File: config.mk
export PLATFORM = sky130hd
export DESIGN_NAME = rgb565_to_gray4_masked_packer
export DESIGN_NICKNAME = d
export VERILOG_FILES = /design/src/design/rgmp_pkg.sv /design/src/design/rgmp_tracker.sv /design/src/design/rgmp_packer.sv /design/src/design/rgb565_to_gray4_masked_packer.sv
export SDC_FILE = /design/constraint.sdc
export NUM_CORES = 1
export LEC_CHECK = 0
export BUFFER_PORTS_ARGS = -buffer_cell sky130_fd_sc_hd__buf_2
export CAP_MARGIN = 0
export CORE_ASPECT_RATIO = 1.4
export CORE_MARGIN = 2
export CORE_UTILIZATION = 45
export DETAILED_ROUTE_END_ITERATION = 16
export MAX_ROUTING_LAYER = met4
export SKIP_LAST_GASP = 1
export SLEW_MARGIN = 40
export SYNTH_ARGS = -nofsm -noshare
export SYNTH_HDL_FRONTEND = slang
export SYNTH_SLANG_ARGS = --single-unit
File: constraint.sdc
create_clock -name clock -period 7.1 [get_ports clock]
set_input_delay 1.42 -clock clock [delete_from_list [all_inputs] [get_ports clock]]
set_output_delay 1.42 -clock clock [all_outputs]
set_load 0.01 [all_outputs]
File: src/design/rgmp_pkg.sv
// ----------------------------------------------------------------------------
// rgmp_pkg
// Shared types, constants, the last-position helper and the luma function of the gray packer.
// ----------------------------------------------------------------------------
`default_nettype none

package rgmp_pkg;

   localparam int unsigned COORD_W   = 7;
   localparam int unsigned SIZE_W    = 8;
   localparam int unsigned PIXEL_W   = 16;
   localparam int unsigned NIBBLE_W  = 4;
   localparam int unsigned BYTE_W    = 8;
   localparam int unsigned CSR_IDX_W = 2;
   localparam int unsigned CSR_DAT_W = 8;

   localparam logic [SIZE_W-1:0]  MAX_AREA_SIZE = 8'd128;
   localparam logic [COORD_W-1:0] MAX_LAST_POS  = 7'd127;
   localparam logic signed [8:0]  CIRCLE_CENTER = 9'sd64;
   localparam logic [16:0]        CIRCLE_R2     = 17'd4096;

   localparam logic [16:0] LUMA_R = 17'd77;
   localparam logic [16:0] LUMA_G = 17'd151;
   localparam logic [16:0] LUMA_B = 17'd28;

   typedef enum logic [CSR_IDX_W-1:0] {
      CSR_AREA_LEFT   = 2'd0,
      CSR_AREA_TOP    = 2'd1,
      CSR_AREA_WIDTH  = 2'd2,
      CSR_AREA_HEIGHT = 2'd3
   } csr_index_type;

   typedef struct packed {
      logic [COORD_W-1:0] left;
      logic [COORD_W-1:0] top;
      logic [SIZE_W-1:0]  width;
      logic [SIZE_W-1:0]  height;
   } area_cfg_type;

   typedef struct packed {
      logic [PIXEL_W-1:0] pixel;
      logic [COORD_W:0]   pos_x;
      logic [COORD_W:0]   pos_y;
      logic               area_end;
   } pixel_beat_type;

   function automatic logic [COORD_W-1:0] last_pos(input logic [SIZE_W-1:0] size);
      logic [SIZE_W-1:0] dec;
      dec = size - 8'd1;
      if (size == '0 || size > MAX_AREA_SIZE) begin
         return MAX_LAST_POS;
      end
      return dec[COORD_W-1:0];
   endfunction

   function automatic logic [NIBBLE_W-1:0] gray_of(input logic [PIXEL_W-1:0] c);
      logic [16:0] r8;
      logic [16:0] g8;
      logic [16:0] b8;
      logic [16:0] luma;
      r8   = {9'd0, c[15:11], 3'd0};
      g8   = {9'd0, c[10:5], 2'd0};
      b8   = {9'd0, c[4:0], 3'd0};
      luma = r8 * LUMA_R + g8 * LUMA_G + b8 * LUMA_B;
      return luma[15:12];
   endfunction

endpackage

`default_nettype wire

File: src/design/rgmp_tracker.sv
// ----------------------------------------------------------------------------
// rgmp_tracker
// Input register with column and row tracking inside the screen area.
// ----------------------------------------------------------------------------
`default_nettype none

module rgmp_tracker
   import rgmp_pkg::*;
(
   input  wire logic                clock,
   input  wire logic                reset,
   input  wire area_cfg_type        area_cfg,
   input  wire logic                req_valid,
   output logic                     req_ready,
   input  wire logic [PIXEL_W-1:0]  req_pixel_rgb565,
   input  wire logic                beat_take,
   output logic                     beat_valid,
   output pixel_beat_type           beat
);

   logic [COORD_W-1:0] col_ff, col_in;
   logic [COORD_W-1:0] row_ff, row_in;
   logic               valid_ff, valid_in;
   pixel_beat_type     beat_ff, beat_in;
   logic               accept;
   logic               row_end;
   logic               area_end;

   assign req_ready = !valid_ff || beat_take;
   assign accept    = req_valid && req_ready;
   assign row_end   = col_ff >= last_pos(area_cfg.width);
   assign area_end  = row_end && (row_ff >= last_pos(area_cfg.height));

   always_comb begin
      col_in   = col_ff;
      row_in   = row_ff;
      valid_in = valid_ff;
      beat_in  = beat_ff;
      if (beat_take) begin
         valid_in = 1'b0;
      end
      if (accept) begin
         valid_in         = 1'b1;
         beat_in.pixel    = req_pixel_rgb565;
         beat_in.pos_x    = {1'b0, area_cfg.left} + {1'b0, col_ff};
         beat_in.pos_y    = {1'b0, area_cfg.top} + {1'b0, row_ff};
         beat_in.area_end = area_end;
         if (area_end) begin
            col_in = '0;
            row_in = '0;
         end else if (row_end) begin
            col_in = '0;
            row_in = row_ff + 7'd1;
         end else begin
            col_in = col_ff + 7'd1;
         end
      end
   end

   always_ff @(posedge clock) begin
      if (reset) begin
         col_ff   <= '0;
         row_ff   <= '0;
         valid_ff <= 1'b0;
      end else begin
         col_ff   <= col_in;
         row_ff   <= row_in;
         valid_ff <= valid_in;
      end
      beat_ff <= beat_in;
   end

   assign beat_valid = valid_ff;
   assign beat       = beat_ff;

   area_restart_a: assert property (@(posedge clock) disable iff (reset)
      accept && area_end |=> col_ff == '0 && row_ff == '0)
      else $error("counters did not restart after the area end");

   take_needs_valid_a: assert property (@(posedge clock) disable iff (reset)
      beat_take |-> valid_ff)
      else $error("beat taken from an empty input register");

   row_wrap_a: assert property (@(posedge clock) disable iff (reset)
      accept && row_end && !area_end |=> col_ff == '0 && row_ff == $past(row_ff) + 7'd1)
      else $error("row end did not advance the row");

endmodule

`default_nettype wire

File: src/design/rgmp_packer.sv
// ----------------------------------------------------------------------------
// rgmp_packer
// Circle mask, luma reduction and nibble pairing into the result register.
// ----------------------------------------------------------------------------
`default_nettype none

module rgmp_packer
   import rgmp_pkg::*;
(
   input  wire logic                clock,
   input  wire logic                reset,
   input  wire logic                beat_valid,
   input  wire pixel_beat_type      beat,
   output logic                     beat_take,
   output logic                     rsp_valid,
   input  wire logic                rsp_ready,
   output logic [BYTE_W-1:0]        rsp_packed_byte,
   output logic                     rsp_area_done
);

   logic                signed [8:0] dx, dy;
   logic [7:0]          mag_x, mag_y;
   logic [15:0]         sq_x, sq_y;
   logic [16:0]         dist2;
   logic                in_circle;
   logic [NIBBLE_W-1:0] gray;
   logic                emits;
   logic                out_free;

   logic                pending_ff, pending_in;
   logic [NIBBLE_W-1:0] held_ff, held_in;
   logic                valid_ff, valid_in;
   logic [BYTE_W-1:0]   byte_ff, byte_in;
   logic                done_ff, done_in;

   // circle mask on the unclipped screen position
   always_comb begin
      dx        = $signed({1'b0, beat.pos_x}) - CIRCLE_CENTER;
      dy        = $signed({1'b0, beat.pos_y}) - CIRCLE_CENTER;
      mag_x     = dx[8] ? 8'(-dx) : dx[7:0];
      mag_y     = dy[8] ? 8'(-dy) : dy[7:0];
      sq_x      = mag_x * mag_x;
      sq_y      = mag_y * mag_y;
      dist2     = {1'b0, sq_x} + {1'b0, sq_y};
      in_circle = dist2 <= CIRCLE_R2;
      gray      = in_circle ? gray_of(beat.pixel) : '0;
   end

   assign emits     = pending_ff || beat.area_end;
   assign out_free  = !valid_ff || rsp_ready;
   assign beat_take = beat_valid && (out_free || !emits);

   always_comb begin
      pending_in = pending_ff;
      held_in    = held_ff;
      valid_in   = valid_ff;
      byte_in    = byte_ff;
      done_in    = done_ff;
      if (rsp_ready) begin
         valid_in = 1'b0;
      end
      if (beat_take) begin
         if (pending_ff) begin
            valid_in   = 1'b1;
            byte_in    = {held_ff, gray};
            done_in    = beat.area_end;
            pending_in = 1'b0;
         end else if (beat.area_end) begin
            valid_in = 1'b1;
            byte_in  = {gray, 4'd0};
            done_in  = 1'b1;
         end else begin
            held_in    = gray;
            pending_in = 1'b1;
         end
         if (beat.area_end) begin
            pending_in = 1'b0;
            held_in    = '0;
         end
      end
   end

   always_ff @(posedge clock) begin
      if (reset) begin
         pending_ff <= 1'b0;
         held_ff    <= '0;
         valid_ff   <= 1'b0;
      end else begin
         pending_ff <= pending_in;
         held_ff    <= held_in;
         valid_ff   <= valid_in;
      end
      byte_ff <= byte_in;
      done_ff <= done_in;
   end

   assign rsp_valid       = valid_ff;
   assign rsp_packed_byte = byte_ff;
   assign rsp_area_done   = done_ff;

   pair_closes_a: assert property (@(posedge clock) disable iff (reset)
      beat_take && pending_ff |=> !pending_ff && valid_ff)
      else $error("second pixel of a pair did not close the byte");

   pair_opens_a: assert property (@(posedge clock) disable iff (reset)
      beat_take && !pending_ff && !beat.area_end |=> pending_ff)
      else $error("first pixel of a pair was not held");

   area_flush_a: assert property (@(posedge clock) disable iff (reset)
      beat_take && beat.area_end |=> !pending_ff && valid_ff && done_ff)
      else $error("area end did not flush the pending pixel");

   lone_pixel_a: assert property (@(posedge clock) disable iff (reset)
      beat_take && !pending_ff && beat.area_end |=> byte_ff[3:0] == 4'd0)
      else $error("lone final pixel has a nonzero low nibble");

endmodule

`default_nettype wire

File: src/design/rgb565_to_gray4_masked_packer.sv
// ----------------------------------------------------------------------------
// rgb565_to_gray4_masked_packer
// RGB565 pixel stream to packed 4-bit gray bytes with a circular mask.
// ----------------------------------------------------------------------------
// Usage:
//   req_* carries one RGB565 pixel per beat, row-major over the screen area
//   set by the csr registers (left, top, width, height). Pixels outside the
//   circle of radius 64 around (64,64) become black. Two gray nibbles go out
//   per rsp_* beat, first pixel high; rsp_area_done marks the last byte of
//   the area, where a lone pixel leaves a zero low nibble.
//   Throughput: one pixel per cycle while rsp_ready keeps the result register
//   free, one byte per pixel pair. A byte's second pixel passes through the
//   input register, then the result register, from which the byte is valid on rsp.
//   csr_* writes are taken every cycle and must only happen while idle.
//   Reset clears the counters, the held nibble and both valid flags; the
//   area returns to 0,0 with size 128x128.
//   When rsp_ready is low the result register holds; the input register
//   still drains pixels that only open a pair, then req_ready drops.
// ----------------------------------------------------------------------------
`default_nettype none

module rgb565_to_gray4_masked_packer
   import rgmp_pkg::*;
(
   input  wire logic                  clock,
   input  wire logic                  reset,
   input  wire logic                  csr_valid,
   output logic                       csr_ready,
   input  wire logic [CSR_IDX_W-1:0]  csr_index,
   input  wire logic [CSR_DAT_W-1:0]  csr_data,
   input  wire logic                  req_valid,
   output logic                       req_ready,
   input  wire logic [PIXEL_W-1:0]    req_pixel_rgb565,
   output logic                       rsp_valid,
   input  wire logic                  rsp_ready,
   output logic [BYTE_W-1:0]          rsp_packed_byte,
   output logic                       rsp_area_done
);

   area_cfg_type   cfg_ff, cfg_in;
   logic           beat_valid;
   logic           beat_take;
   pixel_beat_type beat;

   assign csr_ready = 1'b1;

   always_comb begin
      cfg_in = cfg_ff;
      if (csr_valid) begin
         unique case (csr_index_type'(csr_index))
            CSR_AREA_LEFT:   cfg_in.left   = csr_data[COORD_W-1:0];
            CSR_AREA_TOP:    cfg_in.top    = csr_data[COORD_W-1:0];
            CSR_AREA_WIDTH:  cfg_in.width  = csr_data;
            CSR_AREA_HEIGHT: cfg_in.height = csr_data;
            default:         cfg_in        = cfg_ff;
         endcase
      end
   end

   always_ff @(posedge clock) begin
      if (reset) begin
         cfg_ff.left   <= '0;
         cfg_ff.top    <= '0;
         cfg_ff.width  <= MAX_AREA_SIZE;
         cfg_ff.height <= MAX_AREA_SIZE;
      end else begin
         cfg_ff <= cfg_in;
      end
   end

   rgmp_tracker u_tracker (
      .clock            (clock),
      .reset            (reset),
      .area_cfg         (cfg_ff),
      .req_valid        (req_valid),
      .req_ready        (req_ready),
      .req_pixel_rgb565 (req_pixel_rgb565),
      .beat_take        (beat_take),
      .beat_valid       (beat_valid),
      .beat             (beat)
   );

   rgmp_packer u_packer (
      .clock           (clock),
      .reset           (reset),
      .beat_valid      (beat_valid),
      .beat            (beat),
      .beat_take       (beat_take),
      .rsp_valid       (rsp_valid),
      .rsp_ready       (rsp_ready),
      .rsp_packed_byte (rsp_packed_byte),
      .rsp_area_done   (rsp_area_done)
   );

endmodule

`default_nettype wire

======== Yosys cells after proc, flatten, opt, wreduce, memory -nomap -nowiden ========
Index checks and enable logic that the tools add are counted.
storage, ports and cells
  flip-flop bits (word level) ............. 93
  input bits .............................. 31
  output and inout port bits .............. 12
  logic and storage cells ................. 95
cells by class
  add/subtract/negate cells ............... 13
  $mul .................................... 5
  magnitude comparators ................... 5
  equal/unequal tests ..................... 4
  multiplexer cells ....................... 27
  reduce and logical (&&, ||, !) cells .... 25
operators with widths
  operator                                                          count
  two-way mux 7 bit                                                 8
  multiplier 8 x 8 -> 16 bit                                        2
  two-way mux 8 bit                                                 4
  subtractor 8 x 7 -> 9 bit, second input constant                  2
  adder 16 x 16 -> 17 bit                                           1
  less-or-equal comparator 17 x 13 -> 1 bit, second input constant  1
  adder 15 x 16 -> 16 bit                                           1
  adder 16 x 13 -> 16 bit                                           1
  adder 7 x 7 -> 8 bit                                              2
  greater-than comparator 8 bit, second input constant              2
  logical NOT 8 bit                                                 2
  negation 8 bit                                                    2
  adder 7 x 1 -> 7 bit, second input constant                       2
  >= comparator 7 bit                                               2
  multiplier 6 x 8 -> 14 bit, second input constant                 1
  AND reduction 2 bit                                               7
  subtractor 7 x 1 -> 7 bit, second input constant                  2
  multiplier 5 x 7 -> 12 bit, second input constant                 1
  two-way mux 1 bit                                                 12
  two-way mux 4 bit                                                 3
  multiplier 5 x 3 -> 8 bit, second input constant                  1
  logical OR 1 bit                                                  6
  nonzero test 2 bit                                                3
  == test 2 bit, second input constant                              2
  5 further kinds                                                   9

======== Depth between registers and ports, before layout ========
Gate-level depths: netlist of run 1.
  depth in word-level cells ............... 9
  gate-level depth with buffers ........... 27
  depth with buffers taken out ............ 25

======== Hierarchy ========
From an unflattened synthesis of run 1, not the netlist that was laid out.
second synthesis, totals
  cell total of the unflattened synthesis .. 1,104
  area, all modules ....................... 10,548.9 sq um
by module, submodules not included
  module                         times used  cells an instance  area an instance (sq um)  seq. area each (sq um)
  rgmp_packer                    1           711                6,392.4                   390.4
  rgmp_tracker                   1           280                2,940.3                   1,291.2
  rgb565_to_gray4_masked_packer  1           113                1,216.2                   600.6

======== Worst setup path before layout of run 1 ========
OpenSTA, ideal clock, no wires.
  path type ............................... reg2reg
  start point ............................. register u_tracker.beat_ff, in the netlist u_tracker.beat[2]
  end point ............................... register u_packer.byte_ff[5] (netlist: u_packer.rsp_packed_byte[5]), data pin
  library setup time ...................... 0.169 ns
  arrival ................................. 6.902 ns
  required time ........................... 6.931 ns
  slack ................................... 0.029 ns
  cell stages (with the launch flop) ...... 22
  path buffers ............................ 1
  period minus slack after synthesis ...... 7.071 ns
  cell sequence ........................... edfxtp_1 > or3_1 > or4_1 > o21ai_1 > xor2_1 > nand2_1 > fa_1 > fa_1 > fa_1 > fa_1 > fa_1 > inv_1 > fa_1 > ha_1 > a2111oi_2 > o21ai_2 > a211oi_1 > o211ai_1 > a2111oi_2 > nand4_1 > buf_6 > o31ai_1
between the ends
  longest elaborated chain between the ends .. 9
RTL lines
  item                                         line                text
  start, declared                              rgmp_tracker.sv:24  pixel_beat_type beat_ff, beat_in;
  start signal, assigned                       rgmp_tracker.sv:70  beat_ff <= beat_in;
  subtractor 8 x 7 -> 9 bit *                  rgmp_packer.sv:39   dy = $signed({1'b0, beat.pos_y}) - CIRCLE_CENTER;
  negation 8 bit                               rgmp_packer.sv:41   mag_y = dy[8] ? 8'(-dy) : dy[7:0];
  two-way mux 8 bit *                          rgmp_packer.sv:41
  multiplier 8 x 8 -> 16 bit *                 rgmp_packer.sv:43   sq_y = mag_y * mag_y;
  adder 16 x 16 -> 17 bit *                    rgmp_packer.sv:44   dist2 = {1'b0, sq_x} + {1'b0, sq_y};
  less-or-equal comparator 17 x 13 -> 1 bit *  rgmp_packer.sv:45   in_circle = dist2 <= CIRCLE_R2;
  two-way mux 4 bit *                          rgmp_packer.sv:46   gray = in_circle ? gray_of(beat.pixel) : '0;
  two-way mux 8 bit *                          rgmp_packer.sv:68   end else if (beat.area_end) begin
  two-way mux 8 bit *                          rgmp_packer.sv:63   if (pending_ff) begin
  end signal, assigned                         rgmp_packer.sv:93   byte_ff <= byte_in;
  end, declared                                rgmp_packer.sv:33   logic [BYTE_W-1:0] byte_ff, byte_in;
Mark *: on every way between the ends. The rest lies on a longest branch, timed or not. The select of a mux whose other input is x is not followed.
A chain may end at the register's enable or synchronous reset.

======== Final worst setup path of run 1 ========
Ends and elaborated chain as after synthesis.

==> results of run 1 <==
[worst max-delay path: stages, from the launching register on]
cell	delay [ns]
edfxtp_1	0.39
or3_1	0.40
or4_4	0.45
o21ai_4	0.22
xnor2_2	0.16
nor2_1	0.11
fa_1	0.54
inv_1	0.05
fa_1	0.50
fa_1	0.45
fa_1	0.50
fa_1	0.55
inv_1	0.05
fa_1	0.59
ha_4	0.24
a2111oi_4	0.39
o21ai_2	0.13
a211oi_2	0.21
o211ai_1	0.17
a2111oi_4	0.31
nand4_1	0.14
buf_6	0.18
o31ai_1	0.24
[logic make-up (layout without fill, tap and decap cells)]
group	after synthesis	count (layout)	share of synthesized area
AND/OR/NAND/NOR	296	296	0.1371
adder cells (fa/ha/maj)	260	260	0.3880
buffers and inverters	195	289	0.07212
AO/OA/AOI/OAI	167	167	0.1050
flip-flops	93	93	0.2203
XOR/XNOR	74	74	0.06258
multiplexers	15	15	0.01450
other	1	1	0.0003621
[layer usage]
metal | vias to the layer above | global-route usage | part of all wire
li1 | 3842 | - | -
met1 | 3632 | 0.2134 | 0.41
met2 | 78 | 0.3508 | 0.55
met3 | 21 | 0.01461 | 0.020
met4 | 0 | 0.05591 | 0.017
met5 | - | - | 0
[flip-flops by register name, indices dropped and copies added, names as in the netlist]
| register | count |
|---|---|
| u_packer.rsp_packed_byte | 8 |
| u_tracker.beat | 33 |
| u_packer.held_ff | 4 |
| cfg_ff | 30 |
| u_packer.pending_ff | 1 |
| u_packer.rsp_valid | 1 |
| u_tracker.beat_valid | 1 |
| u_tracker.col_ff | 7 |
| u_tracker.row_ff | 7 |
| u_packer.rsp_area_done | 1 |
[cells in the mapped netlist, types with 6 or more instances]
cell type  number
nand3_1        15
xor2_1         26
o31ai_1        11
xnor2_1        48
clkbuf_1       12
and2_1         25
o21ai_0        21
a21oi_1        64
dfxtp_1        51
nand3b_1        7
o21bai_1        8
ha_1          158
and3_1          6
nor2b_1        12
nor2_1         72
mux2i_1        15
fa_1          102
nand2b_1       18
nand2_1        96
inv_1         178
edfxtp_1       42
a21o_1         14
nor3_1         16
[cells in the final DEF, fill, tap and decap left out, types with 5 or more instances in the layout]
master / instances
inv_1: 176
ha_1: 155
fa_1: 100
nand2_1: 96
nor2_1: 69
a21oi_1: 62
buf_4: 52
dfxtp_1: 51
xnor2_1: 44
edfxtp_1: 42
buf_2: 41
xor2_1: 25
and2_1: 24
o21ai_0: 21
nand2b_1: 18
nor3_1: 16
mux2i_1: 15
nand3_1: 15
a21o_1: 14
nor2b_1: 12
o31ai_1: 9
clkbuf_16: 9
o21bai_1: 8
nand3b_1: 7
and3_1: 6
nand4_1: 5
nor3b_1: 5
o211ai_1: 5
[what timing repair did]
item	in CTS	in global routing
resized for setup	14	19
pin swaps	6	10
endpoints found under the setup margin	12	12
hold endpoints to repair	0	0
[stage by stage]
stage / hold WS (ns) / utilization
6_report: 0.4539 / 0.5175
5_1_grt: 0.4898 / 0.5175
4_1_cts: 0.4544 / 0.5130
2_1_floorplan: 0.4249 / -
3_3_place_gp: 0.4329 / 0.4982
3_5_place_dp: 0.4391 / 0.4982
[final cells by class]
type	count	area, um2	share of cell area
timing repair buffer	94	606.8	0.05187
inverter	179	671.9	0.05743
sequential	93	2282	0.1951
clock inverter	5	35.03	0.002994
clock buffer	11	232.7	0.01989
tap	301	376.6	0.03219
multi-input combinational	813	7495	0.6406
[final timing paths]
check	from	endpoint	cells after the start
worst min-delay path	u_packer.held_ff[0]	u_packer.held_ff[0]	2
worst min register to register	u_packer.held_ff[0]	u_packer.held_ff[0]	2
worst max register to register	u_tracker.beat[2]	u_packer.rsp_packed_byte[5]	22
worst max-delay path	u_tracker.beat[2]	u_packer.rsp_packed_byte[5]	22
==> summary.txt, run 1 <==
Status: complete, but fails checks
Failing checks: negative setup slack
Max-cap violations: 0
Area share of the largest cell type after synthesis: 0.1971
EDFF count, synth: 42
Crit end category: flip-flop
Mean Syn Cell Area: 9.407 um2
Vias in the first global route: 7890
Most used flip-flop cell after synthesis: dfxtp_1
Ratio of cells with drive above 1 in the final layout: 0.1255
Detailed placement HPWL: 17.35 mm
Vias: 7573
Register-to-register setup slack: -0.07 ns
Post-CTS Hold Fix Bufs: 0
GRT overflow: 0
Mapped Area: 0.01036 mm2
Path type of the worst min-delay path: reg -> reg
Core ar.: 0.02261 mm2
Synth warnings: 0
Max-slew violations: 0
Placed Cells: 1480
Clock skew: 0.007555 ns
Worst-path clk slew: 0.07 ns
Global placer's final weighted congestion: 0.8310
DRT iter0 DRCs: 179
TritonCTS Sinks: 93
Clk root buf: clkbuf_16
Fin nets: 1481
Sequential-to-total area share from yosys stat: 0.2203
Final Hold Viols: 0
Initial Util: 0.4581
Setup crit start kind: flip-flop
Setup ws final: -0.06598 ns
Mapped Nets: 1392
Design area: 0.01170 mm2
Relative slew slack: 0.4880
First-pass GRT wire length: 35.98 mm
Synth top area cells: fa_1 20%, ha_1 19%, edfxtp_1 12%
Worst slew pin tran: 0.7645 ns
CP max FO: 12
Post-Synthesis Cells: 1101
Final ANT Viol Nets: 0
Drt pass-1 iters: 4
Layout area overhead: 12.96%
CTS tree: done
Cell taking the most area after synthesis: fa_1
Setup-failing EPs final: 4
CTS Buf Count: 9
Total routed wirelength: 20.56 mm
Port-buffer cells: 41
Achievable Freq: 139.5 MHz
Final Non-Filler Cells: 1496
Antenna violations before repair: 0
I/O pins: 43
Period utilization: 1.009
Post-CTS Setup Bufs: 0
Critical Path AT: 7.34 ns
Final min period: 7.166 ns
Post-synth ARST share: 0
FF+latch count, synth: 93
# fillers: 2191
Req. time, crit path: 7.27 ns
Die extent in y: 183.5 um
DRC viols: 0
Total Neg Setup Slack: -0.2015 ns
DR vias/cell: 5.062
Floorplan die width: 132.2 um
Total GRT Usage: 0.1874
Dpl ws: -0.3173 ns
CTS H-tree lvls: 3
DR WL/cell: 13.74 um
Clock Path Buffers: 2
Worst skew pair latency: 0.34 ns
Critical path class: reg -> reg
Die area: 0.02426 mm2
Post-synth cell types: 61
ANT cells: 0
Placed cell areas: 0.01126 mm2
RSZ-0062 raised after global routing: yes
FP Rows: 65
Pin count of the biggest net entering global routing: 41
Power of run 1 is not shown: default switching activity piles up to over one toggle a cycle in this logic, so the estimate is an artifact.
==> inputs of run 2 (changes only) <==
--- a/config.mk
+++ b/config.mk
@@ -9,9 +9,10 @@
 export CAP_MARGIN = 0
 export CORE_ASPECT_RATIO = 1.4
 export CORE_MARGIN = 2
-export CORE_UTILIZATION = 45
+export CORE_UTILIZATION = 40
 export DETAILED_ROUTE_END_ITERATION = 16
 export MAX_ROUTING_LAYER = met4
+export REMOVE_ABC_BUFFERS = 1
 export SKIP_LAST_GASP = 1
 export SLEW_MARGIN = 40
 export SYNTH_ARGS = -nofsm -noshare
==> run 2 against run 1 <==
  * The run still ends with negative setup slack left
  * Fmax increased by 0.91%
  * Core utilization decreased by 5.3 points
  * Sequential share of layout area decreased by 0.16 points
  * Non-clock buffer count unchanged
  * Count of clock-buffer cells in the layout unchanged
  * Critical path type unchanged
  * Largest cell class unchanged
  * Highest routed layer unchanged
==> summary.txt, run 2 (same netlist as run 1, synthesis figures left out) <==
RSZ-0062 raised after global routing: yes
First-pass GRT wire length: 35.54 mm (-1.2%)
Max-cap violations: 0 (unchanged)
Worst reg-to-reg path cell count: 23 (+4.5%)
Setup ws final: -0.001065 ns (+0.06492 ns)
Ratio of cells with drive above 1 in the final layout: 0.1264 (+0.0008368)
DR vias/cell: 4.958 (-2.1%)
DR WL/cell: 13.46 um (-2.1%)
Path type of the worst min-delay path: reg -> reg
Max FFs per register: 33 (unchanged)
Relative slew slack: 0.4872 (-0.0007610)
Vias: 7507 (-0.87%)
Core ar.: 0.02538 mm2 (+12%)
Achievable Freq: 140.8 MHz (+0.91%)
Final min period: 7.101 ns (-0.06492 ns)
Hold Path Depth: 2 (unchanged)
Pin count of the biggest net entering global routing: 41 (unchanged)
Drt pass-1 iters: 6 (+2)
Commonest non-fill, non-tap cell in the layout: inv_1
DRT iter0 DRCs: 224 (+25%)
Fin util: 0.4648 (-0.05268)
Worst-path clk slew: 0.07 ns (about the same)
Setup crit start kind: flip-flop
Setup-failing EPs final: 1 (-3)
CP max FO: 12 (unchanged)
I/O pins: 43 (unchanged)
Port-buffer cells: 41 (unchanged)
Initial Util: 0.4081 (-0.05004)
Worst skew pair latency: 0.35 ns (about the same)
Commonest cells after routing, fill and taps aside: 176 x inv_1, 155 x ha_1, 100 x fa_1
Worst slew pin tran: 0.7664 ns (+0.001879 ns)
Final Hold Viols: 0 (unchanged)
Period utilization: 1.000 (-0.009144)
Clock skew: 0.009751 ns (+0.002197 ns)
FP Rows: 69 (+6.2%)
DRC viols: 0 (unchanged)
Max-slew violations: 0 (unchanged)
Clk root buf: clkbuf_16
CTS Buf Count: 9 (unchanged)
Die area: 0.02721 mm2 (+12%)
Post-CTS Hold Fix Bufs: 0 (unchanged)
Placed cell areas: 0.01129 mm2 (+0.23%)
Antenna violations before repair: 0 (unchanged)
Total routed wirelength: 20.38 mm (-0.90%)
CTS H-tree lvls: 3 (unchanged)
CTS tree: done
Failing checks: negative setup slack
Vias in the first global route: 7795 (-1.2%)
Req. time, crit path: 7.29 ns (+0.02 ns)
Final ANT Viol Nets: 0 (unchanged)
GRT overflow: 0 (unchanged)
Detailed placement HPWL: 17.26 mm (-0.47%)
Crit end category: flip-flop
TritonCTS Sinks: 93 (unchanged)
ANT cells: 0 (unchanged)
Layout area overhead: 13.90%
Floorplan die width: 140.0 um (+5.9%)
Critical Path AT: 7.29 ns (-0.05 ns)
Total GRT Usage: 0.1625 (-0.02487)
Global placer's final weighted congestion: 0.8688 (+4.5%)
Status: complete, but fails checks
Die extent in y: 194.4 um (+5.9%)
Fin nets: 1481 (unchanged)
Clock Path Buffers: 2 (unchanged)
Dpl ws: -0.1744 ns (+0.1429 ns)
Total Neg Setup Slack: -0.001065 ns (+0.2004 ns)
Critical path class: reg -> reg
Design area: 0.01180 mm2 (+0.83%)
[run 2: changes by cell type in the layout (fill, tap and decap cells not counted), moves of 2 or more]
cell	previous run	this run
ha_2	2	0
clkbuf_1	2	0
or4_1	1	3
inv_8	0	2
or4_4	2	0
ha_4	1	3
clkinvlp_4	2	0
[run 2: timing repair]
item                       4_1_cts  5_1_grt
setup buffers                    0        2
setup endpoints to repair       12       12
gates resized for setup         10       22
pin swaps                        1       18
[run 2: per-stage QoR]
step	std cells	hold slack [ns]
3_5_place_dp	1496	0.4428
6_report	1514	0.4571
3_3_place_gp	1495	0.4353
2_1_floorplan	1085	0.4249
4_1_cts	1512	0.4609
5_1_grt	1514	0.4828
[run 2: layer usage]
layer  track usage  routed length (um)  up-vias  share of wire
li1              -                   -     3832              -
met1        0.1833                8757     3578           0.43
met2        0.2986               10750       70           0.53
met3       0.02168                 454       27          0.022
met4       0.04593                 417        0          0.020
met5             -                   0        -              0
[run 2: path summary, 6_finish.rpt]
kind | startpoint | endpoint | slack (ns)
hold / removal | u_packer.held_ff[2] | u_packer.held_ff[2] | 0.46
hold reg to reg | u_packer.held_ff[2] | u_packer.held_ff[2] | 0.46
setup / recovery | u_tracker.beat[2] | u_packer.rsp_packed_byte[5] | -0.001
setup reg to reg | u_tracker.beat[2] | u_packer.rsp_packed_byte[5] | -0.001
[run 2: cell type report]
| class | count | area [um2] |
|---|---|---|
| tap | 319 | 399.1 |
| inverter | 179 | 671.9 |
| clock buffer | 11 | 264.0 |
| multi-input combinational | 813 | 7507 |
| clock inverter | 5 | 46.29 |
| fill | 2466 | 13580 |
| timing repair buffer | 94 | 626.9 |
| sequential | 93 | 2282 |
[run 2: critical path, stage by stage, from the launching register on]
cell and delay [ns]:
edfxtp_1 0.38, or3_1 0.39, or4_1 0.42, o21ai_2 0.19, buf_4 0.14, xnor2_2 0.15, nor2_2 0.09, fa_1 0.53
inv_1 0.05, fa_1 0.44, fa_1 0.53, fa_1 0.44, fa_1 0.54, inv_1 0.05, fa_1 0.48, ha_4 0.29
a2111oi_4 0.38, o21ai_2 0.14, a211oi_2 0.25, o211ai_1 0.17, a2111oi_4 0.33, nand4_1 0.15, buf_6 0.18, o31ai_1 0.21
Power of run 2 is left out for the same reason.
==> inputs of run 3 (changes only) <==
--- a/config.mk
+++ b/config.mk
@@ -13,6 +13,7 @@
 export DETAILED_ROUTE_END_ITERATION = 16
 export MAX_ROUTING_LAYER = met4
 export REMOVE_ABC_BUFFERS = 1
+export SKIP_CTS_REPAIR_TIMING = 1
 export SKIP_LAST_GASP = 1
 export SLEW_MARGIN = 40
 export SYNTH_ARGS = -nofsm -noshare
==> run 3 against run 2 <==
  * The run still ends with negative setup slack left
  * Cell area grew 0.74%
  * Via count is 0.19% lower
  * Register-to-register slack lost 0.17 ns
  * Count of clock-buffer cells in the layout stayed put
  * Flip-flop and latch count is the same
  * Critical path depth is the same
  * Core utilization increased by 0.35 points
  * Wire length increased by 0.49%
  * Sequential share of layout area decreased by 0.14 points
  * Clock skew barely moved
  * Critical path type unchanged
  * Critical endpoint is now u_packer.rsp_packed_byte[6]
==> summary.txt, run 3 (same netlist as run 1, synthesis figures left out) <==
Final Non-Filler Cells: 1517 (+0.20%)
Wire length on met3: 502 um (+11%)
Failing checks: negative setup slack
Total GRT Usage: 0.1616 (-0.0008569)
Wl on met1: 8.700 mm (-0.65%)
Max FFs per register: 33 (unchanged)
Uppermost routed layer: met4
Clock Path Buffers: 2 (unchanged)
Core ar.: 0.02538 mm2 (unchanged)
DR WL/cell: 13.50 um (+0.29%)
Clk root buf: clkbuf_16
Floorplan die width: 140.0 um (unchanged)
Clock skew: 0.009294 ns (-0.0004572 ns)
TritonCTS Sinks: 93 (unchanged)
Antenna violations before repair: 0 (unchanged)
Setup ws final: -0.1736 ns (-0.1725 ns)
GRT overflow: 0 (unchanged)
Worst-path clk slew: 0.08 ns (about the same)
Length of routed met2 wiring: 10.87 mm (+1.1%)
Achievable Freq: 137.5 MHz (-2.4%)
CTS Buf Count: 9 (unchanged)
CTS H-tree lvls: 3 (unchanged)
Period utilization: 1.024 (+0.02430)
DRT iter0 DRCs: 239 (+6.7%)
Critical Path AT: 7.46 ns (+0.17 ns)
Setup crit start kind: flip-flop
Die area: 0.02721 mm2 (unchanged)
Worst skew pair latency: 0.35 ns (about the same)
CP max FO: 6 (-6)
Max-cap violations: 0 (unchanged)
Setup-failing EPs final: 12 (+11)
Status: complete, but fails checks
Layout area overhead: 14.75%
Path type of the worst min-delay path: reg -> reg
DR vias/cell: 4.939 (-0.38%)
Commonest cells after routing, fill and taps aside: 173 x inv_1, 156 x ha_1, 98 x fa_1
Die extent in y: 194.4 um (unchanged)
Vias: 7493 (-0.19%)
Ratio of cells with drive above 1 in the final layout: 0.1377 (+0.01137)
Design area: 0.01189 mm2 (+0.74%)
Final ANT Viol Nets: 0 (unchanged)
Drt pass-1 iters: 4 (-2)
Final min period: 7.274 ns (+0.1725 ns)
Req. time, crit path: 7.29 ns (about the same)
ANT cells: 0 (unchanged)
Placed cell areas: 0.01129 mm2 (unchanged)
Placed Cells: 1496 (unchanged)
Max-slew violations: 0 (unchanged)
Total routed wirelength: 20.48 mm (+0.49%)
Port-buffer cells: 41 (unchanged)
FP Rows: 69 (unchanged)
Pin count of the biggest net entering global routing: 41 (unchanged)
Initial Util: 0.4081 (unchanged)
First-pass GRT wire length: 35.35 mm (-0.53%)
Worst slew pin tran: 0.7715 ns (+0.005163 ns)
Relative slew slack: 0.4837 (-0.003455)
RSZ-0062 raised after global routing: yes
Detailed placement HPWL: 17.26 mm (unchanged)
Vias in the first global route: 7757 (-0.49%)
Global placer's final weighted congestion: 0.8688 (unchanged)
Crit end category: flip-flop
Commonest non-fill, non-tap cell in the layout: inv_1
CTS tree: done
Fin nets: 1484 (+0.20%)
DRC viols: 0 (unchanged)
Final Hold Viols: 0 (unchanged)
Worst Hold Margin: 0.4567 ns (-0.0003800 ns)
I/O pins: 43 (unchanged)
Critical path class: reg -> reg
==> run 3: final cells by class <==
type,count,area [um2]
clock inverter,5,46.29
timing repair buffer,97,649.4
clock buffer,11,264.0
tap,319,399.1
sequential,93,2282
fill,2459,13500
multi-input combinational,813,7572
inverter,179,671.9
==> run 3: worst paths after layout <==
check        cells after the start                          end                start  slack, ns
min reg2reg                      2          u_packer.held_ff[3]  u_packer.held_ff[3]       0.46
min                              2          u_packer.held_ff[3]  u_packer.held_ff[3]       0.46
max                             23  u_packer.rsp_packed_byte[6]   u_tracker.beat[10]      -0.17
max reg2reg                     23  u_packer.rsp_packed_byte[6]   u_tracker.beat[10]      -0.17
==> run 3: worst max-delay path, stage by stage, from the launching register on <==
cell	delay, ns
edfxtp_1	0.39
or3_4	0.41
or4_4	0.50
o21ai_4	0.18
xnor2_2	0.14
inv_2	0.07
and2_4	0.17
fa_1	0.49
inv_2	0.04
fa_2	0.57
fa_1	0.44
fa_2	0.41
fa_1	0.55
inv_2	0.04
fa_1	0.51
ha_4	0.23
a2111oi_4	0.39
o21ai_2	0.14
a211oi_2	0.25
o211ai_1	0.18
a2111oi_4	0.38
nand4_1	0.22
buf_6	0.21
o31ai_4	0.19
==> run 3: metal layers <==
layer  up-vias  GRT usage
met1      3548     0.1822
met3        27    0.02168
met5         -          -
li1       3837          -
met2        81     0.2985
met4         0    0.04296
==> run 3: stage by stage <==
step                utilization  TNS (ns)  setup slack (ns)
CTS                      0.4571    -1.916           -0.2038
global route             0.4683    -3.733           -0.3581
global placement         0.4438   -0.1316          -0.03904
finish                   0.4683    -1.466           -0.1736
floorplan                     -   -0.4320          -0.09252
detailed placement       0.4448    -1.588           -0.1744
Power of run 3 is left out for the same reason.
